===== src/sv/path_word_hash_macros.svh =====
// assertion macros of the path word hash controller
// expects i_clk and i_rst_n in the scope of each use
`ifndef PATH_WORD_HASH_MACROS_SVH
`define PATH_WORD_HASH_MACROS_SVH

// same-cycle implication, checked outside reset
`define PWH_ASSERT_NOW(lbl, ante, cons) \
    lbl: assert property (@(posedge i_clk) disable iff (!i_rst_n) (ante) |-> (cons)) \
        else $error("path_word_hash: same-cycle check failed");

// next-cycle implication, checked outside reset
`define PWH_ASSERT_NEXT(lbl, ante, cons) \
    lbl: assert property (@(posedge i_clk) disable iff (!i_rst_n) (ante) |=> (cons)) \
        else $error("path_word_hash: next-cycle check failed");

`endif


===== src/sv/pwh_pkg.sv =====
// shared constants and types of the path word hash
// no dependencies
package pwh_pkg;

    localparam int unsigned MAX_WORDS_DEF = 64;

    localparam logic [31:0] PAD_ONE = 32'h9BE7_4448;
    localparam logic [31:0] PAD_TWO = 32'h66F4_2C48;
    localparam logic [31:0] V_INIT  = 32'hF4FA_8928;
    localparam logic [31:0] X_INIT  = 32'h37A8_470E;
    localparam logic [31:0] Y_INIT  = 32'h7758_B42B;
    localparam logic [31:0] W_XOR   = 32'h267B_0B11;
    localparam logic [31:0] OR_A    = 32'h0204_0801;
    localparam logic [31:0] AND_C   = 32'hBFEF_7FDF;
    localparam logic [31:0] OR_B    = 32'h0080_4021;
    localparam logic [31:0] AND_D   = 32'h7DFE_FBFF;

    // word fed into a round
    typedef enum logic [1:0] {
        SRC_MSG  = 2'd0,
        SRC_PAD1 = 2'd1,
        SRC_PAD2 = 2'd2
    } t_src;

    typedef struct packed {
        logic rnd_a;   // first half: x multiply, key rotate
        logic rnd_b;   // second half: y multiply, both folds
        t_src src;
        logic emit;    // load output, restore initial state
        logic trunc;
    } t_cmd;

    typedef struct packed {
        logic word_zero;
        logic last;
    } t_sts;

endpackage


===== src/sv/pwh_ctrl.sv =====
// controller: sequences message and padding rounds, word count, result valid
// depends on pwh_pkg and path_word_hash_macros.svh
`include "path_word_hash_macros.svh"

module pwh_ctrl #(
    parameter int unsigned MAX_WORDS = pwh_pkg::MAX_WORDS_DEF
) (
    input  logic           i_clk,
    input  logic           i_rst_n,
    input  logic           i_in_valid,
    output logic           o_in_ready,
    output logic           o_out_valid,
    input  logic           i_out_ready,
    input  pwh_pkg::t_sts  i_sts,
    output pwh_pkg::t_cmd  o_cmd
);

    localparam int unsigned CNT_W = $clog2(MAX_WORDS + 1);

    typedef enum logic [3:0] {
        S_IDLE = 4'b0001,
        S_RX   = 4'b0010,
        S_RY   = 4'b0100,
        S_EMIT = 4'b1000
    } t_state;

    t_state            r_state, n_state;
    pwh_pkg::t_src     r_src, n_src;
    logic              r_end, n_end;
    logic [CNT_W-1:0]  r_count, n_count;
    logic              r_over, n_over;
    logic              r_o_valid, n_o_valid;

    logic accept, room, hashable, ends, out_free;

    assign o_in_ready = (r_state == S_IDLE);
    assign accept     = i_in_valid && o_in_ready;
    assign room       = (r_count < CNT_W'(MAX_WORDS));
    assign hashable   = !i_sts.word_zero && room;
    assign ends       = i_sts.word_zero || i_sts.last;
    assign out_free   = !r_o_valid || i_out_ready;

    always_comb begin
        n_state     = r_state;
        n_src       = r_src;
        n_end       = r_end;
        n_count     = r_count;
        n_over      = r_over;
        n_o_valid   = r_o_valid && !i_out_ready;
        o_cmd.rnd_a = 1'b0;
        o_cmd.rnd_b = 1'b0;
        o_cmd.src   = r_src;
        o_cmd.emit  = 1'b0;
        o_cmd.trunc = r_over;
        unique case (r_state)
            S_IDLE: begin
                o_cmd.src = pwh_pkg::SRC_MSG;
                if (accept) begin
                    if (!i_sts.word_zero && !room) begin
                        n_over = 1'b1;
                    end
                    if (hashable) begin
                        // first half of the round runs on the accepted word
                        o_cmd.rnd_a = 1'b1;
                        n_count     = r_count + CNT_W'(1);
                        n_src       = pwh_pkg::SRC_MSG;
                        n_end       = ends;
                        n_state     = S_RY;
                    end else if (ends) begin
                        n_src   = pwh_pkg::SRC_PAD1;
                        n_state = S_RX;
                    end
                end
            end
            S_RX: begin
                o_cmd.rnd_a = 1'b1;
                n_state     = S_RY;
            end
            S_RY: begin
                o_cmd.rnd_b = 1'b1;
                unique case (r_src)
                    pwh_pkg::SRC_MSG: begin
                        if (r_end) begin
                            n_src   = pwh_pkg::SRC_PAD1;
                            n_state = S_RX;
                        end else begin
                            n_state = S_IDLE;
                        end
                    end
                    pwh_pkg::SRC_PAD1: begin
                        n_src   = pwh_pkg::SRC_PAD2;
                        n_state = S_RX;
                    end
                    default: begin
                        n_state = S_EMIT;
                    end
                endcase
            end
            S_EMIT: begin
                if (out_free) begin
                    o_cmd.emit = 1'b1;
                    n_o_valid  = 1'b1;
                    n_count    = '0;
                    n_over     = 1'b0;
                    n_end      = 1'b0;
                    n_state    = S_IDLE;
                end
            end
            default: begin
                n_state = S_IDLE;
            end
        endcase
    end

    always_ff @(posedge i_clk) begin
        if (!i_rst_n) begin
            r_state   <= S_IDLE;
            r_src     <= pwh_pkg::SRC_MSG;
            r_end     <= 1'b0;
            r_count   <= '0;
            r_over    <= 1'b0;
            r_o_valid <= 1'b0;
        end else begin
            r_state   <= n_state;
            r_src     <= n_src;
            r_end     <= n_end;
            r_count   <= n_count;
            r_over    <= n_over;
            r_o_valid <= n_o_valid;
        end
    end

    assign o_out_valid = r_o_valid;

    `PWH_ASSERT_NOW(a_emit_free, o_cmd.emit, !r_o_valid || i_out_ready)
    `PWH_ASSERT_NEXT(a_half_follows, o_cmd.rnd_a, r_state == S_RY)
    `PWH_ASSERT_NOW(a_count_cap, 1'b1, r_count <= CNT_W'(MAX_WORDS))
    `PWH_ASSERT_NEXT(a_emit_clears, o_cmd.emit, r_count == '0 && !r_over && r_o_valid)

endmodule


===== config.mk =====
export PLATFORM = sky130hd
export DESIGN_NAME = pwh_ctrl
export DESIGN_NICKNAME = d
export VERILOG_FILES = /design/src/sv/pwh_pkg.sv /design/src/sv/pwh_ctrl.sv
export VERILOG_INCLUDE_DIRS = /design/src /design/src/sv
export SDC_FILE = /design/constraint.sdc
export NUM_CORES = 1
export LEC_CHECK = 0
export BUFFER_PORTS_ARGS = -buffer_cell sky130_fd_sc_hd__buf_2
export CAP_MARGIN = 20
export CELL_PAD_IN_SITES_DETAIL_PLACEMENT = 1
export CELL_PAD_IN_SITES_GLOBAL_PLACEMENT = 1
export CORE_ASPECT_RATIO = 0.6
export CORE_UTILIZATION = 34
export CTS_CLUSTER_SIZE = 40
export DETAILED_ROUTE_END_ITERATION = 16
export GPL_ROUTABILITY_DRIVEN = 0
export PLACE_DENSITY_LB_ADDON = 0.1
export RECOVER_POWER = 25
export SETUP_SLACK_MARGIN = 0.02
export SYNTH_ARGS = -nofsm -noshare
export SYNTH_HDL_FRONTEND = slang
export SYNTH_SLANG_ARGS = --single-unit

===== constraint.sdc =====
create_clock -name i_clk -period 1.8 [get_ports i_clk]
set_input_delay 0.09 -clock i_clk [delete_from_list [all_inputs] [get_ports i_clk]]
set_output_delay 0.09 -clock i_clk [all_outputs]
set_load 0.01 [all_outputs]

==> impl_metrics.yaml <==
outcome:
  status: "finished clean"
power_and_ir_drop:
  ir_drop_uv: 395
  power_density_nw_per_um2: 796
  leakagePower_uw: 0.000454
routing:
  drtIter0Drc: 80
  via_per_inst: 5.60
  drc: 0
  dr.pass1.iters: 4
  vias: 958
  wirelength_um: 2730
  drtAntennaViolNets: 0
  wl_per_cell_um: 16.0
grt:
  grt_pass1_wl_um: 4470
  grt_max_degree: 15
  antenna_found_initial: 0
  track_usage_pct: 20.2
  use_met1_pct: 28.6
  gr-usage-met2_pct: 28.7
  grt_overflow: 0
  grt_pass1_vias: 908
  grt_most_used_layer: "met2"
  grt.met3_usage_pct: 5.70
clocking:
  cts.sinks: 16
  clkTransAtPathRegs_ps: 60
  tritoncts: "done"
  htreeDepth: 1
  clockBufferDepth: 2
  clock_latency_ps: 260
  hold_buffers: 0
  root_buffer: "clkbuf_8"
  cts_buffers: 3
synth:
  synth.area.top_cells: "dfxtp_1, a21oi_1, a2111o_1"
  netlist_area_um2: 940
  syn_inst: 115
  synth_warnings: 0
  synth_seq_cells: 16
  avgSynthCellArea_um2: 8.17
  synth_cell_types: 38
  yosys.area.top_type: "dfxtp_1"
  syn-num-nets: 122
  synth_top_area_share_pct: 34.1
  yosysSeqAreaShare_pct: 34.1
timing:
  setup_viol: 0
  skew_ps: 1.53
  tightest_slew_ps: 601
  hold_slack_ps: 174
  finalCritPeriodShare_pct: 96.9
  rsz0062_at_grt: "true"
  hold_viol: 0
  max_freq_mhz: 573
  relSlewSlack_pct: 59.5
  min_period_ps: 1740
  setup_tns_ps: 0
  slew_viol_final: 0
cells_and_area:
  drive_gt1_share_pct: 30.2
  fillers: 315
  fin_nets: 147
  syn_to_final_growth_pct: 25.3
  num_antenna_cells: 0
worst_setup_path:
  cp-start-kind: "flop"
  critPathArrivalTime_ps: 1950
  slowest_delay_ps: 580
  path_cells: "or2_1 > or4_4 > a2111o_1 > nand2_1"
  worst-setup-path-type: "flop to flop"
  cp_data_required_time_ps: 2000
  cp_slowest_cell: "or4_4"
  end_kind: "flop"
  crit_fanout: 8
  crit_family: "simple AND/OR/NAND/NOR gates"
  rr_worst_depth: 4
  critical_path_buf_inv_count: 0
  cp.depth: 4
floorplanning:
  dieArea_um2: 2980
  start_util_pct: 36.7
  core_area_um2: 2560
  die_h_um: 42.7
  core.rowCount: 14
  die_x_um: 69.9
  io_pins: 14
place:
  hpwl_um: 2060
  numPortBuffers: 13
job:
  max_cap_violations: 0
min_path:
  holdCritPathClass: "input port to flop"
  whs_path_depth: 3
==> area by class of cell <==
type | count | area, µm² | share of cell area [%]
tap | 32 | 40.0 | 3.40
inverter | 6 | 22.5 | 1.91
sequential | 16 | 328 | 27.8
clock buffer | 4 | 55.1 | 4.68
timing repair buffer | 28 | 179 | 15.2
multi-input combinational | 85 | 553 | 47.0
==> what timing repair did <==
| item | in CTS | in global routing |
|---|---|---|
| pin swaps | 0 | 2 |
| buffers inserted | 0 | 3 |
| hold endpoints to repair | 0 | 0 |
| endpoints found under the setup margin | 1 | 6 |
| resized for setup | 1 | 9 |
==> where the power goes <==
group / internal, µW / leakage, µW / total (µW) / switching [µW]
Sequential: 374 / 0.000131 / 400 / 26.2
Clock: 195 / 0.0000288 / 326 / 131
Combinational: 101 / 0.000294 / 211 / 109
Total: 670 / 0.000454 / 937 / 267
==> sequential cells by signal, indices dropped and copies added, names as in the netlist <==
| name | count |
|---|---|
| o_out_valid | 1 |
| r_over | 1 |
| r_count | 7 |
| r_src | 2 |
| r_end | 1 |
| r_state | 4 |
==> routing by layer <==
metal	share of wire, %	wire length (µm)
met1	55	1490
met2	40	1080
met3	4.0	109
met4	1.5	42
met5	0	0
==> layout by cell type (no fill, tap or decap), drive strengths merged, types with 2 or more instances in the layout <==
cell type,n
and2,4
nor4,3
buf,26
nor2,5
dfxtp,16
nand2b,4
nor2b,3
inv,6
a21oi,9
nand2,7
nor3,6
or2,3
a31oi,2
o22ai,2
clkbuf,6
o2111ai,2
a2111o,4
nand3,7
nor4b,2
o21ai,7
a221o,2
nand3b,2
==> synth_stat cells <==
master	n
a2bb2oi_1	1
o32ai_1	1
o21a_1	1
nand2b_1	4
nor2b_1	3
or2_2	2
nor4b_1	2
buf_6	2
clkbuf_1	1
or2_1	1
nor3_1	6
a2111o_1	4
or4b_2	1
ha_1	1
nor3b_1	1
or4_4	1
nor2_1	5
nand4_1	1
o21ai_0	5
inv_1	6
nand3_1	7
o21ai_2	2
o311ai_0	1
nand2_1	7
a31oi_1	2
and2_1	4
a221o_1	2
buf_2	3
buf_4	1
o2111ai_1	2
nand3b_1	2
o22ai_1	2
o21ba_2	1
o22a_1	1
a21oi_1	9
dfxtp_1	16
nor4_1	3
buf_1	1
==> final timing paths <==
path / start / end / slack [ps]
max: r_state[1]$_SDFFE_PN0P_ / r_count[2]$_SDFFE_PN0P_ / 60
min: i_sts[0] / r_end$_SDFFE_PN0P_ / 170
max reg2reg: r_state[1]$_SDFFE_PN0P_ / r_count[2]$_SDFFE_PN0P_ / 60
min reg2reg: r_count[1]$_SDFFE_PN0P_ / r_count[1]$_SDFFE_PN0P_ / 480
==> tightest hold or removal path, stage by stage <==
cell and delay, ps:
buf_2 100, o22ai_1 70, a21oi_1 140
==> kinds of logic (layout without fill, tap and decap cells) <==
group | count (synthesis) | after routing | share of synthesized area [%]
AND/OR/NAND/NOR | 50 | 50 | 30.2
AO/OA/AOI/OAI | 34 | 34 | 26.4
flip-flops | 16 | 16 | 34.1
buffers and inverters | 14 | 38 | 7.99
adder cells (fa/ha/maj) | 1 | 1 | 1.33
==> through the flow <==
stage	instances	instance area [µm²]	utilization (%)	total power (µW)	worst slack, ps
floorplan	115	942	-	532	67.9
global route	171	1180	46.0	987	5.99
CTS	168	1150	44.8	932	25.0
global placement	164	1080	42.4	596	73.0
detailed placement	164	1080	42.4	599	68.5
finish	171	1180	46.0	937	55.3
Note: power is estimated with default switching activity, not from simulation.
